**src/hw/rtl/rfc_pkg.sv**
```systemverilog
`timescale 1ns / 1ps
`default_nettype none

package rfc_pkg;

    // Fixed field widths
    localparam int BYTE_W      = 8;
    localparam int ARG_INDEX_W = 18;
    localparam int ERR_W       = 3;

    // Error codes
    localparam logic [ERR_W-1:0] ERR_NONE     = 3'd0;
    localparam logic [ERR_W-1:0] ERR_LEN      = 3'd1;
    localparam logic [ERR_W-1:0] ERR_COUNT    = 3'd2;
    localparam logic [ERR_W-1:0] ERR_OVERRUN  = 3'd3;
    localparam logic [ERR_W-1:0] ERR_TRAILING = 3'd4;

    // Register indexes
    localparam logic REG_MAX_MESSAGE_LEN = 1'b0;
    localparam logic REG_MAX_ARG_COUNT   = 1'b1;

    // Register reset values, full 32-bit form; users truncate to their width
    localparam logic [31:0] MAX_MESSAGE_LEN_RST = 32'd33554432;
    localparam logic [31:0] MAX_ARG_COUNT_RST   = 32'd200000;

    // One classified request byte
    typedef struct packed {
        logic [BYTE_W-1:0]      arg_byte;
        logic                   is_arg_byte;
        logic [ARG_INDEX_W-1:0] arg_index;
        logic                   arg_last;
        logic                   request_done;
        logic [ERR_W-1:0]       error_code;
        logic                   closed;
    } rfc_result_t;

endpackage

`default_nettype wire

```
**src/hw/rtl/rfc_parser.sv**
```systemverilog
`timescale 1ns / 1ps
`default_nettype none

module rfc_parser
    import rfc_pkg::*;
#(
    parameter int LEN_WIDTH   = 26,
    parameter int COUNT_WIDTH = 18,
    parameter int CFG_W       = 26
)
(
    input  wire logic              clk,
    input  wire logic              rst_n,
    input  wire logic              accept,
    input  wire logic [BYTE_W-1:0] byte_in,
    input  wire logic              new_connection,
    input  wire logic              cfg_write,
    input  wire logic              cfg_index,
    input  wire logic [CFG_W-1:0]  cfg_data,
    output rfc_result_t            result
);

    localparam logic [1:0] PH_LEN   = 2'd0;
    localparam logic [1:0] PH_COUNT = 2'd1;
    localparam logic [1:0] PH_ALEN  = 2'd2;
    localparam logic [1:0] PH_DATA  = 2'd3;

    logic [LEN_WIDTH-1:0]   max_len_reg;
    logic [COUNT_WIDTH-1:0] max_cnt_reg;

    logic [1:0]             phase_reg, phase_next, phase_cur;
    logic [1:0]             cnt_reg, cnt_next, cnt_cur;
    logic [23:0]            shift_reg, shift_next, shift_cur;
    logic [LEN_WIDTH-1:0]   msg_reg, msg_next, msg_cur;
    logic [COUNT_WIDTH-1:0] args_reg, args_next, args_cur;
    logic [LEN_WIDTH-1:0]   abl_reg, abl_next, abl_cur;
    logic [COUNT_WIDTH-1:0] arg_reg, arg_next, arg_cur;
    logic                   closed_reg, closed_next, closed_cur;

    logic [31:0]            word;
    logic                   word_done;
    logic [LEN_WIDTH-1:0]   abl_dec;
    logic                   take_next;
    logic                   is_byte, last, done;
    logic [ERR_W-1:0]       err;

    // new_connection clears parse state ahead of this byte
    always_comb
    begin
        if (new_connection)
        begin
            phase_cur  = PH_LEN;
            cnt_cur    = '0;
            shift_cur  = '0;
            msg_cur    = '0;
            args_cur   = '0;
            abl_cur    = '0;
            arg_cur    = '0;
            closed_cur = 1'b0;
        end
        else
        begin
            phase_cur  = phase_reg;
            cnt_cur    = cnt_reg;
            shift_cur  = shift_reg;
            msg_cur    = msg_reg;
            args_cur   = args_reg;
            abl_cur    = abl_reg;
            arg_cur    = arg_reg;
            closed_cur = closed_reg;
        end
    end

    assign word      = {byte_in, shift_cur};
    assign word_done = (cnt_cur == 2'd3);
    assign abl_dec   = abl_cur - LEN_WIDTH'(1);

    always_comb
    begin
        phase_next  = phase_cur;
        cnt_next    = cnt_cur;
        shift_next  = shift_cur;
        msg_next    = msg_cur;
        args_next   = args_cur;
        abl_next    = abl_cur;
        arg_next    = arg_cur;
        closed_next = closed_cur;
        take_next   = 1'b0;
        is_byte     = 1'b0;
        last        = 1'b0;
        done        = 1'b0;
        err         = ERR_NONE;

        if (!closed_cur)
        begin
            // little-endian word gather for the three header phases
            if (phase_cur != PH_DATA)
            begin
                cnt_next = cnt_cur + 2'd1;
                unique case (cnt_cur)
                    2'd0: shift_next[7:0]   = byte_in;
                    2'd1: shift_next[15:8]  = byte_in;
                    2'd2: shift_next[23:16] = byte_in;
                    2'd3: shift_next        = '0;
                endcase
            end

            unique case (phase_cur)
                PH_LEN:
                begin
                    if (word_done)
                    begin
                        if (word > 32'(max_len_reg))
                        begin
                            err         = ERR_LEN;
                            closed_next = 1'b1;
                        end
                        else if (word < 32'd4)
                        begin
                            err         = ERR_OVERRUN;
                            closed_next = 1'b1;
                        end
                        else
                        begin
                            msg_next   = LEN_WIDTH'(word - 32'd4);
                            phase_next = PH_COUNT;
                        end
                    end
                end
                PH_COUNT:
                begin
                    if (word_done)
                    begin
                        if (word > 32'(max_cnt_reg))
                        begin
                            err         = ERR_COUNT;
                            closed_next = 1'b1;
                        end
                        else
                        begin
                            args_next = COUNT_WIDTH'(word);
                            arg_next  = '0;
                            take_next = 1'b1;
                        end
                    end
                end
                PH_ALEN:
                begin
                    if (word_done)
                    begin
                        if (word > 32'(msg_cur))
                        begin
                            err         = ERR_OVERRUN;
                            closed_next = 1'b1;
                        end
                        else
                        begin
                            // word fits in msg_cur here, so the cut is exact
                            msg_next = msg_cur - LEN_WIDTH'(word);
                            if (word == 32'd0)
                            begin
                                last      = 1'b1;
                                arg_next  = arg_cur + COUNT_WIDTH'(1);
                                args_next = args_cur - COUNT_WIDTH'(1);
                                take_next = 1'b1;
                            end
                            else
                            begin
                                abl_next   = LEN_WIDTH'(word);
                                phase_next = PH_DATA;
                            end
                        end
                    end
                end
                PH_DATA:
                begin
                    is_byte  = 1'b1;
                    abl_next = abl_dec;
                    if (abl_dec == '0)
                    begin
                        last      = 1'b1;
                        arg_next  = arg_cur + COUNT_WIDTH'(1);
                        args_next = args_cur - COUNT_WIDTH'(1);
                        take_next = 1'b1;
                    end
                end
            endcase

            // next argument length word, or end of request
            if (take_next)
            begin
                if (args_next == '0)
                begin
                    if (msg_next == '0)
                    begin
                        done       = 1'b1;
                        phase_next = PH_LEN;
                        arg_next   = '0;
                    end
                    else
                    begin
                        err         = ERR_TRAILING;
                        closed_next = 1'b1;
                    end
                end
                else if (msg_next < LEN_WIDTH'(4))
                begin
                    err         = ERR_OVERRUN;
                    closed_next = 1'b1;
                end
                else
                begin
                    msg_next   = msg_next - LEN_WIDTH'(4);
                    phase_next = PH_ALEN;
                end
            end
        end
    end

    always_comb
    begin
        result.arg_byte     = is_byte ? byte_in : '0;
        result.is_arg_byte  = is_byte;
        result.arg_index    = closed_cur ? '0 : ARG_INDEX_W'(arg_cur);
        result.arg_last     = last;
        result.request_done = done;
        result.error_code   = err;
        result.closed       = closed_next;
    end

    always_ff @(posedge clk or negedge rst_n)
    begin
        if (!rst_n)
        begin
            max_len_reg <= MAX_MESSAGE_LEN_RST[LEN_WIDTH-1:0];
            max_cnt_reg <= MAX_ARG_COUNT_RST[COUNT_WIDTH-1:0];
        end
        else if (cfg_write)
        begin
            unique case (cfg_index)
                REG_MAX_MESSAGE_LEN: max_len_reg <= cfg_data[LEN_WIDTH-1:0];
                REG_MAX_ARG_COUNT:   max_cnt_reg <= cfg_data[COUNT_WIDTH-1:0];
            endcase
        end
    end

    always_ff @(posedge clk or negedge rst_n)
    begin
        if (!rst_n)
        begin
            phase_reg  <= PH_LEN;
            cnt_reg    <= '0;
            shift_reg  <= '0;
            msg_reg    <= '0;
            args_reg   <= '0;
            abl_reg    <= '0;
            arg_reg    <= '0;
            closed_reg <= 1'b0;
        end
        else if (accept)
        begin
            phase_reg  <= phase_next;
            cnt_reg    <= cnt_next;
            shift_reg  <= shift_next;
            msg_reg    <= msg_next;
            args_reg   <= args_next;
            abl_reg    <= abl_next;
            arg_reg    <= arg_next;
            closed_reg <= closed_next;
        end
    end

`ifndef NO_ASSERTIONS
    a_err_closes: assert property (@(posedge clk) disable iff (!rst_n)
        (accept && result.error_code != ERR_NONE) |=> closed_reg)
        else $error("error did not close the stream");

    a_done_rewinds: assert property (@(posedge clk) disable iff (!rst_n)
        (accept && result.request_done) |=> (phase_reg == PH_LEN && arg_reg == '0))
        else $error("request_done left parser mid-request");

    a_closed_quiet: assert property (@(posedge clk) disable iff (!rst_n)
        (accept && closed_reg && !new_connection) |=>
            (closed_reg && $stable(phase_reg) && $stable(msg_reg)))
        else $error("closed stream changed parse state");
`endif

endmodule

`default_nettype wire

```
**config.mk**
```make
export PLATFORM = sky130hd
export DESIGN_NAME = rfc_parser
export DESIGN_NICKNAME = d
export VERILOG_FILES = /design/src/hw/rtl/rfc_pkg.sv /design/src/hw/rtl/rfc_parser.sv
export SDC_FILE = /design/constraint.sdc
export NUM_CORES = 1
export LEC_CHECK = 0
export BUFFER_PORTS_ARGS = -buffer_cell sky130_fd_sc_hd__buf_2
export CAP_MARGIN = 0
export CELL_PAD_IN_SITES_DETAIL_PLACEMENT = 1
export CELL_PAD_IN_SITES_GLOBAL_PLACEMENT = 2
export CORE_ASPECT_RATIO = 1.2
export CORE_MARGIN = 10
export CORE_UTILIZATION = 41
export CTS_CLUSTER_DIAMETER = 40
export DETAILED_ROUTE_END_ITERATION = 8
export PLACE_DENSITY = 0.88
export SYNTH_ARGS = -nofsm -noshare
export SYNTH_HDL_FRONTEND = slang
export SYNTH_SLANG_ARGS = --single-unit
```
**constraint.sdc**
```tcl
create_clock -name clk -period 22.4 [get_ports clk]
set_clock_uncertainty 0.15 [all_clocks]
set_input_delay 4.48 -clock clk [delete_from_list [all_inputs] [get_ports clk]]
set_output_delay 4.48 -clock clk [all_outputs]
set_load 0.01 [all_outputs]
```
# After elaboration in Yosys (flattened, before gate mapping)
# Index checks and enable logic that the tools add are counted.
# W data, S select, Z words.
[word_totals]
register_bits = 161
inputBits = 40
elab_cells = 145
[classes]
addsub = 7
magnitude_cmp = 5
eq_ne = 7
mux = 107
bitwise_logic = 1
reduce_logical = 8
[op_table]
columns = ["cell", "count"]
rows = [
  ["$mux W26", 16],
  ["$mux W18", 21],
  ["$pmux W18 S3", 2],
  ["$pmux W26 S2", 2],
  ["$mux W24", 3],
  ["$gt A32 B26 Y1", 2],
  ["$logic_not A26 Y1", 2],
  ["$sub A26 B3 Y26 const B", 2],
  ["$pmux W8 S2", 3],
  ["$mux W2", 22],
  ["$gt A32 B18 Y1", 1],
  ["$logic_not A32 Y1", 1],
  ["$lt A32 B3 Y1 const B", 1],
  ["$mux W1", 27],
  ["$lt A26 B3 Y1 const B", 1],
  ["$sub A26 B1 Y26 const B", 1],
  ["$sub A26 B26 Y26", 1],
  ["$add A18 B1 Y18 const B", 1],
  ["$logic_not A18 Y1", 1],
  ["$sub A18 B1 Y18 const B", 1],
  ["$mux W3", 5],
  ["$eq A2 B2 Y1 const B", 4],
  ["$mux W8", 1],
  ["$pmux W1 S3", 2],
  ["9 further kinds", 12],
]

# Logic depth before layout (Yosys ltp)
# Gate-level depths: netlist of the first run.
[logic_depth]
word_depth = 12
depth_mapped = 33
ltp_nobuf = 20

# Worst setup path before layout of the first run
# Ideal clock, no wire load.
[synth_path]
path_type = "input-to-output"
start = "in new_connection"
end = "out result[0] in the netlist's numbering"
arrival_time_ns = 11.117
setup_slack_ns = 6.653
stages = 31
cell_sequence = "buf_4 inv_1 clkbuf_1 buf_1 clkbuf_1 buf_1 clkbuf_1 clkbuf_1 clkbuf_1 nand2_1 ha_1 clkbuf_1 or4b_2 a31oi_1 o21ai_0 and4b_1 o21ai_1 buf_2 nor3_1 a211oi_1 o21a_1 ha_1 nand2_1 nor3_1 nor4b_2 buf_2 buf_2 and2_1 o21ai_1 nand2_1 buf_4"
[synth_via]
elab_chain_cells = 12
[synth_rtl]
columns = ["item", "line", "rtl"]
rows = [
  ["start, declared", "rfc_parser.sv:16", "input wire logic new_connection,"],
  ["$mux W24", "rfc_parser.sv:50", "if (new_connection)"],
  ["$sub A26 B3 Y26 or $lt A32 B3 Y1 (tied branches)", "rfc_parser.sv:125, rfc_parser.sv:118", ""],
  ["$mux W26", "rfc_parser.sv:118", "else if (word < 32'd4)"],
  ["$mux W26", "rfc_parser.sv:113", "if (word > 32'(max_len_reg))"],
  ["$mux W26", "rfc_parser.sv:111", "if (word_done)"],
  ["$pmux W26 S2", "rfc_parser.sv:108", "unique case (phase_cur)"],
  ["$mux W26", "rfc_parser.sv:94", "if (!closed_cur)"],
  ["$lt A26 B3 Y1 or $logic_not A26 Y1 (tied branches)", "rfc_parser.sv:206, rfc_parser.sv:194", ""],
  ["$mux W1, on equally long branches", "rfc_parser.sv:206, rfc_parser.sv:194", ""],
  ["$mux W1", "rfc_parser.sv:192", "if (args_next == '0)"],
  ["$mux W1", "rfc_parser.sv:190", "if (take_next)"],
  ["$mux W1 *", "rfc_parser.sv:94", ""],
  ["end, declared", "rfc_parser.sv:20", "output rfc_result_t result"],
]
# Mark *: on every way between the ends. The rest lies on a longest branch, timed or not. The select of a mux whose other input is x is not followed.

==> results.tsv, run 1 <==
metric	value	unit
n_fill_cell	4890	
clkTransAtPathRegs	70	ps
start_kind	input port	
power.internal	614	uW
synth_top_area_share	0.236	
hold_path_depth	2	
synth_ff_type	dfrtp_1	
worst_path_most_repeated_cell	buf_4	
dr.pass1.iters	5	
max_stage_delay	820	ps
cp_top_family	simple AND/OR/NAND/NOR gates	
yosys.area.top_type	dfrtp_1	
cpMaxStageDelayCell	a2111oi_0	
rows	79	
reg2reg_to	msg_reg[2]	
synth_warnings	0	
cts_buffer_depth	2	
dieArea	48200	sq um
power.total	1000	uW
hold_buffers	0	
grt_pass1_vias	18000	
cts_tree	built	
design_area	17700	sq um
critPathCaptureType	primary output	
gp_congestion	1.02	
numPortBuffers	72	
drive_gt1_frac	0.109	
die_h	238	um
cts-resized-gates	0	
reg2reg_slack	15110	ps
cp_max_fo	43	
cts_buffers	17	
grt_max_degree	110	
final_antenna_net_count	0	
rsz0062_at_grt	false	
syn_area	16300	sq um
p_per_area	56.5	nW/um^2
areaGrowthSynthToFinish	8.62	%
start_util	0.417	
power_frac_clock	0.334	
status	finished, final reports clean	
hold_viol	0	
path_class	in2out	
yosysSeqAreaShare	0.248	
utilization	0.453	
tightest_slew	1240	ps
swShare	0.386	
coreArea	39000	sq um
drv_cap	0	
pin_count	73	
drtIter0Drc	1377	
power_frac_comb	0.323	
fin_cells	2700	
dp_cells	2671	
fmax	61.3	MHz
period_share	0.728	
routedWlPerCell	28.4	um
fin_tns_setup	0	ps
crit_required	17770	ps
postCtsSetupRepairBufs	0	
antenna_found_initial	1	
clk_latency	470	ps
diodes	0	
final_common_cell	nand2_1	
cts-root-buf	clkbuf_16	
p_sw	386	uW
setup_viol	0	
grt_pass1_wl	115	mm
slew_headroom	0.176	
synth-edff-count	0	
vias_per_cell	6.50	
syn_avg_cell_area	7.48	sq um
synth_seq_cells	161	
grt-ovfl-total	0	
cp_num_cells	22	
clkSinkCount	161	
fin_crit	16320	ps
r2r_cells	18	
r2r_start	shift_reg[16]	
synthCells	2179	
synthTopCellsByArea	dfrtp_1 24%, ha_1 7.1%, nand2_1 6.3%, o21ai_0 5.2%, nor2_1 4.3%	
track_usage	0.312	
dp_hpwl	58.6	mm
routed_wl	76.7	mm
worstSetupEndpoint	result[2]	
final_cell_mix	272 x nand2_1, 185 x nor2_1, 168 x o21ai_0	
async_reset_ff_frac	1.00	
place_area	17100	sq um
p_leak	7.82	nW
vias	17500	
ir_worst_vdd	0.0553	mV
drc	0	
crit_path_start	new_connection	
path_cells	buf_4 -> inv_2 -> buf_4 -> buf_4 -> nand2_1 -> inv_1 -> ha_1 -> o21ai_0 -> nand2b_1 -> o311ai_1 -> nor4b_2 -> nand4_2 -> a21oi_4 -> nor3_1 -> a2111oi_0 -> a21oi_1 -> nand4b_1 -> or4_4 -> and2_1 -> or3_1 -> nand2_1 -> buf_2	
path_buf_inv	6	
layout.nets	2298	
drv_slew	0	
synth.distinct_cells	107	
arrival	11690	ps
min_path_type	reg2reg	
seqPwrFrac	0.343	
synth_nets	2313	
cts_max_level	4	
die_width	202	um
Yosys cell counts (all sizes together), types with 25 or more instances:
library cell  instances
mux2                 29
buf                  37
a31oi                62
nor2                186
nor3                 59
nand3                43
nand2               274
dfrtp               154
clkbuf              112
o22ai                29
nor2b                61
mux2i                37
inv                 121
and2                 32
o31ai                28
o21ai               181
xor2                 26
xnor2                48
a211oi               25
a21oi               134
ha                   93
nor4                 47
layout make-up:
cell class              instances  area [sq um]  area share
clock buffers                  21           470      0.0266
inverters                     123           462      0.0261
flip-flops and latches        161          4040       0.228
well taps                     526           658      0.0372
multi-input cells            1746         11200       0.634
clock inverters                 8           151     0.00855
repair buffers                115           704      0.0398
power groups by stage:
stage	Sequential [mW]	Clock (mW)	Combinational [mW]
after floorplan	0.330	0	0.211
after global routing	0.345	0.349	0.348
after global placement	0.346	0	0.311
final	0.343	0.334	0.323
after CTS	0.342	0.338	0.318
after detailed placement	0.347	0	0.316
worst min-delay path, delay by kind of cell (launching register included):
family / cells / cell delay (ps)
and+or+nand+nor: 1 / 60
AOI/OAI and AO/OA: 1 / 60
DFF: 1 / 350
metrics by stage:
| stage | worst slack [ps] | hold WS [ps] |
|---|---|---|
| after floorplan | 6650 | 300 |
| after global placement | 6340 | 328 |
| after detailed placement | 6310 | 337 |
| after CTS | 6290 | 358 |
| after global routing | 5820 | 393 |
| final | 6080 | 350 |
layer usage:
metal / up-vias / wire length, um / GRT usage / share of wire
met2: 661 / 37800 / 0.541 / 0.49
met3: 208 / 3960 / 0.0450 / 0.052
met4: 2 / 4860 / 0.193 / 0.063
met5: - / 20 / 0 / 0.00026
li1: 7832 / - / - / -
met1: 8842 / 30100 / 0.356 / 0.39
kinds of logic after synthesis:
| group | after synthesis | share of synthesized area |
|---|---|---|
| simple gates | 848 | 0.262 |
| compound gates | 660 | 0.267 |
| buf+inv | 272 | 0.0662 |
| flops | 161 | 0.248 |
| fa+ha+maj | 98 | 0.0751 |
| xor+xnor | 74 | 0.0398 |
| mux | 66 | 0.0428 |
worst min path at each step:
stage / start / endpoint / slack (ps)
3_5_place_dp: msg_reg[19] / msg_reg[19] / 340
2_1_floorplan: msg_reg[14] / msg_reg[14] / 300
5_1_grt: max_cnt_reg[7] / max_cnt_reg[7] / 390
4_1_cts: max_cnt_reg[4] / max_cnt_reg[4] / 360
6_report: arg_reg[10] / arg_reg[10] / 350
3_3_place_gp: arg_reg[10] / arg_reg[10] / 330
No activity file was read; power rests on OpenSTA's default activity.
==> run 2, diff against run 1 <==
--- a/config.mk
+++ b/config.mk
@@ -11,10 +11,10 @@
 export CELL_PAD_IN_SITES_GLOBAL_PLACEMENT = 2
 export CORE_ASPECT_RATIO = 1.2
 export CORE_MARGIN = 10
-export CORE_UTILIZATION = 41
+export CORE_UTILIZATION = 38
 export CTS_CLUSTER_DIAMETER = 40
 export DETAILED_ROUTE_END_ITERATION = 8
-export PLACE_DENSITY = 0.88
+export PLACE_DENSITY = 0.83
 export SYNTH_ARGS = -nofsm -noshare
 export SYNTH_HDL_FRONTEND = slang
 export SYNTH_SLANG_ARGS = --single-unit
==> constraint.sdc (replaced) <==
create_clock -name clk -period 15.6 [get_ports clk]
set_clock_uncertainty 0.15 [all_clocks]
set_input_delay 3.12 -clock clk [delete_from_list [all_inputs] [get_ports clk]]
set_output_delay 3.12 -clock clk [all_outputs]
set_load 0.01 [all_outputs]
==> results.tsv, run 2 (synthesis gave the netlist of run 1 again) <==
metric	value	unit	change
cts_max_level	4		unchanged
worstSetupEndpoint	result[4]		
p_per_area	79.9	nW/um^2	+41%
vias_per_cell	6.37		-1.9%
clkSinkCount	161		unchanged
pin_count	73		unchanged
reg2reg_slack	8030	ps	-7080 ps
grt_pass1_wl	117	mm	+1.5%
r2r_start	shift_reg[3]		
cts_buffers	17		unchanged
n_fill_cell	5294		+8.3%
coreArea	42600	sq um	+9.1%
cp_max_fo	57		+33%
cts_buffer_depth	2		unchanged
critPathCaptureType	primary output		
arrival	10130	ps	-1560 ps
p_leak	7.80	nW	-0.22%
numPortBuffers	72		unchanged
top_layer_used	met4		
dp_hpwl	59.3	mm	+1.1%
gp_congestion	1.02		+0.22%
drv_cap	0		unchanged
crit_required	12330	ps	-5440 ps
drc	0		unchanged
tightest_slew	1250	ps	+16.8 ps
drv_slew	0		unchanged
slew_headroom	0.164		-0.0112
die_h	247	um	+3.5%
dieArea	51600	sq um	+7.2%
met3WireLength	4.23	mm	+6.9%
clk_latency	490	ps	+20 ps
diodes	0		unchanged
drtIter0Drc	1518		+10%
areaGrowthSynthToFinish	8.61	%	about the same
crit_path_start	new_connection		
cts-resized-gates	0		unchanged
wl_met1	30.6	mm	+1.6%
cp_num_cells	19		-14%
ir_worst_vdd	0.0854	mV	+55%
place_area	17100	sq um	+0.21%
min_path_type	reg2reg		
dr_wl_met2	37.6	mm	-0.35%
path_cells	buf_4 -> inv_2 -> buf_4 -> nand2_1 -> ha_1 -> nor4b_1 -> nand3_1 -> o31a_1 -> nor4_1 -> or3b_1 -> o41a_1 -> a211oi_4 -> o211ai_1 -> a2111oi_4 -> nand4_4 -> nor2b_1 -> nand2_1 -> nor2_1 -> buf_2		
path_class	in2out		
start_kind	input port		
layout.nets	2301		+0.13%
fin_tns_setup	0	ps	unchanged
rows	83		+5.1%
utilization	0.416		-0.0377
dr.pass1.iters	5		unchanged
vias	17400		-0.82%
grt_max_degree	67		-39%
period_share	0.859		
max_stage_delay	810	ps	about the same
cts_tree	built		
r2r_cells	18		unchanged
clkTransAtPathRegs	70	ps	about the same
grt_pass1_vias	18000		+0.011%
reg2reg_to	phase_reg[1]		
path_buf_inv	4		-2
antenna_found_initial	1		unchanged
routed_wl	77.8	mm	+1.3%
drive_gt1_frac	0.111		+0.00205
final_common_cell	nand2_1		
cpMaxStageDelayCell	a211oi_4		
track_usage	0.296		-0.0156
fin_crit	13400	ps	
hold_buffers	0		unchanged
fmax	74.6	MHz	
grt-ovfl-total	0		unchanged
start_util	0.383		-0.0347
design_area	17700	sq um	about the same
final_antenna_net_count	0		unchanged
cp_top_family	simple AND/OR/NAND/NOR gates		
die_width	209	um	+3.5%
setup_viol	0		unchanged
status	finished, final reports clean		
hold_viol	0		unchanged
rsz0062_at_grt	false		
postCtsSetupRepairBufs	0		unchanged
routedWlPerCell	28.5	um	+0.17%
cts-root-buf	clkbuf_16		
final_cell_mix	272 x nand2_1, 185 x nor2_1, 168 x o21ai_0		
run 2: cell count changes in the layout (fill, tap and decap cells not counted), sizes merged:
cell	previous run	this run
clkinvlp	0	2
clkbuf	21	20
clkinv	3	6
buf	115	118
bufinv	4	2
run 2: power breakdown:
group / leakage (nW) / internal (mW) / switching [mW]
logic: 5.42 / 0.155 / 0.312
registers: 2.09 / 0.449 / 0.0446
clock network: 0.285 / 0.245 / 0.210
run 2: final cells by class:
class	instances	area, sq um	share of cell area
clock buffers	20	457	0.0258
clock inverters	11	128	0.00721
inverters	123	462	0.0261
multi-input cells	1746	11200	0.633
flip-flops and latches	161	4040	0.228
well taps	552	691	0.0390
repair buffers	118	714	0.0404
run 2: through the flow:
stage / hold slack (ps) / total power [mW] / std cells / worst slack [ps]
floorplan: 300 / 0.777 / 2179 / 2570
global placement: 335 / 0.949 / 2700 / 2440
detailed placement: 327 / 0.958 / 2700 / 2280
CTS: 343 / 1.41 / 2731 / 2260
global route: 373 / 1.48 / 2731 / 1720
finish: 340 / 1.41 / 2731 / 2200
run 2: per-layer routing:
layer | vias up | GRT usage
met4 | 0 | 0.196
met3 | 207 | 0.0471
met1 | 8723 | 0.338
met2 | 614 | 0.505
met5 | - | 0
li1 | 7858 | -
run 2: tightest hold or removal path: cells and delay by family, from the launching register on:
family | cells | cell delay (ps)
flip-flops | 1 | 350
AO/OA/AOI/OAI | 1 | 60
AND/OR/NAND/NOR | 1 | 50
run 2: worst min path at each step:
stage / from / end / slack [ps] / depth (start not counted)
after floorplan: msg_reg[14] / msg_reg[14] / 300 / 2
after global placement: cnt_reg[1] / cnt_reg[1] / 330 / 1
after detailed placement: arg_reg[10] / arg_reg[10] / 330 / 2
after CTS: arg_reg[10] / arg_reg[10] / 340 / 2
after global routing: arg_reg[10] / arg_reg[10] / 370 / 2
final: arg_reg[10] / arg_reg[10] / 340 / 2
==> run 3, diff against run 2 <==
==> config.mk (replaced) <==
export PLATFORM = sky130hd
export DESIGN_NAME = rfc_parser
export DESIGN_NICKNAME = d
export VERILOG_FILES = /design/src/hw/rtl/rfc_pkg.sv /design/src/hw/rtl/rfc_parser.sv
export SDC_FILE = /design/constraint.sdc
export NUM_CORES = 1
export LEC_CHECK = 0
export ABC_AREA = 1
export BUFFER_PORTS_ARGS = -buffer_cell sky130_fd_sc_hd__buf_2
export CAP_MARGIN = 0
export CORE_ASPECT_RATIO = 1.2
export CORE_MARGIN = 10
export CORE_UTILIZATION = 51
export CTS_CLUSTER_DIAMETER = 40
export DETAILED_ROUTE_END_ITERATION = 8
export PLACE_DENSITY = 0.68
export SYNTH_ARGS = -nofsm -noshare
export SYNTH_HDL_FRONTEND = slang
export SYNTH_SLANG_ARGS = --single-unit
==> results.tsv, run 3 <==
metric	value	unit	change
status	finished, final reports clean		
fin_tns_setup	0	ps	unchanged
slew_headroom	0.204		+0.0394
swShare	0.498		+0.0982
routedWlPerCell	21.6	um	-24%
synth_top_area_share	0.215		-0.0214
rows	75		-9.6%
hold_start	max_len_reg[11]		
grt_pass1_vias	19800		+9.9%
synthCells	3025		+39%
cts-root-buf	clkbuf_16		
layout.nets	3158		+37%
postCtsSetupRepairBufs	0		unchanged
fmax	83.0	MHz	+11%
start_util	0.515		+0.132
drv_slew	0		unchanged
synthTopCellsByArea	dfrtp_1 22%, nand2_1 19%, inv_1 8.0%, nor2_1 7.5%, nand3_1 6.5%		
power_frac_clock	0.232		-0.089
rsz0062_at_grt	false		
cts_max_level	4		unchanged
syn_avg_cell_area	5.92	sq um	-21%
path_class	in2out		
ir_worst_vdd	0.0789	mV	-7.6%
areaGrowthSynthToFinish	6.31	%	
drv_cap	0		unchanged
vias_per_cell	5.97		-6.4%
synth_seq_cells	161		unchanged
arrival	8790	ps	-1340 ps
dp_hpwl	57.0	mm	-3.7%
clkTransAtPathRegs	70	ps	about the same
pin_count	73		unchanged
crit_path_start	new_connection		
yosysMostFrequentCell	nand2_1		
grt_max_degree	92		+37%
syn_area	17900	sq um	+9.9%
final_common_cell	nand2_1		
drtIter0Drc	2604		+72%
yosysSeqAreaShare	0.225		-0.0224
p_sw	958	uW	+69%
drc	0		unchanged
synth_warnings	0		unchanged
cp_max_fo	42		-26%
r2r_cells	23		+5
hold_path_depth	2		unchanged
critPathCaptureType	primary output		
hold_buffers	0		unchanged
cts_buffers	17		unchanged
power.internal	965	uW	+14%
fin_crit	12060	ps	-1340 ps
cts_buffer_depth	2		unchanged
min_path_type	reg2reg		
dp_cells	3467		+28%
met1_usage	0.412		+0.0744
final_cell_mix	902 x nand2_1, 381 x inv_1, 355 x nor2_1		
synth_xor_area_frac	0.0210		-0.0187
fin_cells	3499		+28%
grtUsageMet2	0.569		+0.0644
grt_pass1_wl	115	mm	-1.2%
whs	336	ps	-3.98 ps
crit_required	12330	ps	about the same
synthAdderAreaFrac	0.0661		-0.00909
die_h	225	um	-8.7%
synth-simple-area-share	0.410		+0.148
track_usage	0.346		+0.0503
setup_viol	0		unchanged
hold_viol	0		unchanged
async_reset_ff_frac	1.00		unchanged
antenna_found_initial	2		+1
synth_mux_area_frac	0		-0.0428
vias	20900		+20%
p_leak	10.2	nW	+31%
tightest_slew	1190	ps	-60.5 ps
p_per_area	101	nW/um^2	+26%
drive_gt1_frac	0.0929		-0.0177
r2r_start	shift_reg[20]		
grt.busiest_layer	met2		
dr.pass1.iters	7		+2
cts-resized-gates	0		unchanged
yosys.area.top_type	dfrtp_1		
numPortBuffers	72		unchanged
start_kind	input port		
cts_tree	built		
grt-ovfl-total	0		unchanged
clkSinkCount	161		unchanged
synthTopCellsByCount	903 x nand2_1, 382 x inv_1, 356 x nor2_1, 233 x nand3_1, 207 x o21ai_0		
die_width	191	um	-8.6%
synth.distinct_cells	62		-42%
synth_top_family_by_area	simple AND/OR/NAND/NOR gates		
coreArea	34800	sq um	-18%
synth_nets	3159		+37%
use_met3	0.0656		+0.0186
seqPwrFrac	0.270		-0.079
clk_latency	480	ps	about the same
routed_wl	75.7	mm	-2.7%
gp_congestion	1.12		+11%
period_share	0.773		-0.0861
final_antenna_net_count	0		unchanged
diodes	0		unchanged
synth_ff_type	dfrtp_1		
synth_compound_area_frac	0.157		-0.109
synth-edff-count	0		unchanged
dieArea	43100	sq um	-17%
power_frac_comb	0.499		+0.169
==> run 3: cell types whose count changed in the layout (fill, tap and decap cells not counted), sizes merged, moves of 41 or more <==
cell,before,now
nand2,274,939
nor4,47,6
o21ai,181,246
nor2b,61,0
inv,124,415
nor2,186,395
nand3,43,245
==> run 3: worst max-delay path: stages <==
cell and delay (ps):
buf_2 250, buf_4 280, inv_6 440, nand2_1 390, inv_1 170, ha_1 360, a21oi_1 300, a21boi_0 210
nand2_1 70, nand2_1 50, nand2_1 50, nand2_1 100, nand2_4 100, nand2_4 320, nand3_1 220, nand2_2 190
nand4_4 280, clkinv_2 240, nand2_1 90, a21oi_2 140, nand2_1 80, nor2_2 170, nand3_4 260, inv_2 230
nand3_2 170, nor2_1 250, buf_2 190
==> run 3: power by group through the flow <==
stage | registers (mW) | logic [mW] | clock network, mW
2_1_floorplan | 0.506 | 0.648 | 0
3_3_place_gp | 0.522 | 0.914 | 0
3_5_place_dp | 0.523 | 0.922 | 0
4_1_cts | 0.515 | 0.927 | 0.446
5_1_grt | 0.523 | 1.04 | 0.462
6_report | 0.518 | 0.959 | 0.446
==> run 3: area by class of cell <==
class	instances	area (sq um)
clock buffers	18	439
clock inverters	14	158
fillers	3702	15800
inverters	410	1550
multi-input cells	2337	11700
flip-flops and latches	161	4040
well taps	462	578
repair buffers	97	554
==> run 3: per-stage QoR <==
step           setup slack, ps   util  total power, mW  cell area, sq um
5_1_grt                   3230  0.547             2.03             19100
3_5_place_dp              3710  0.530             1.44             18500
6_report                  3540  0.547             1.92             19100
2_1_floorplan             5020      -             1.15             17900
4_1_cts                   3690  0.547             1.89             19100
3_3_place_gp              3780  0.530             1.44             18500
==> run 3: path summary, 6_finish.rpt <==
path / end / slack, ps
worst min-delay path: max_len_reg[11] / 340
min in group asynchronous: abl_reg[18] / 2550
worst max-delay path: result[4] / 3540
worst max register to register: arg_reg[5] / 9700
worst min register to register: max_len_reg[11] / 340
max in group asynchronous: msg_reg[11] / 11210
==> run 3: logic make-up (layout without fill, tap and decap cells) <==
family | after synthesis | in the layout
AOI/OAI and AO/OA | 510 | 510
xor gates and xnor gates | 43 | 43
adders and majority gates | 94 | 94
buffers and inverters | 527 | 539
DFF | 161 | 161
and+or+nand+nor | 1690 | 1690
==> run 3: metal layers <==
| layer | up-vias | wire, um |
|---|---|---|
| li1 | 9708 | - |
| met1 | 9654 | 28800 |
| met2 | 1219 | 35100 |
| met5 | - | 12 |
| met4 | 2 | 4950 |
| met3 | 294 | 6830 |
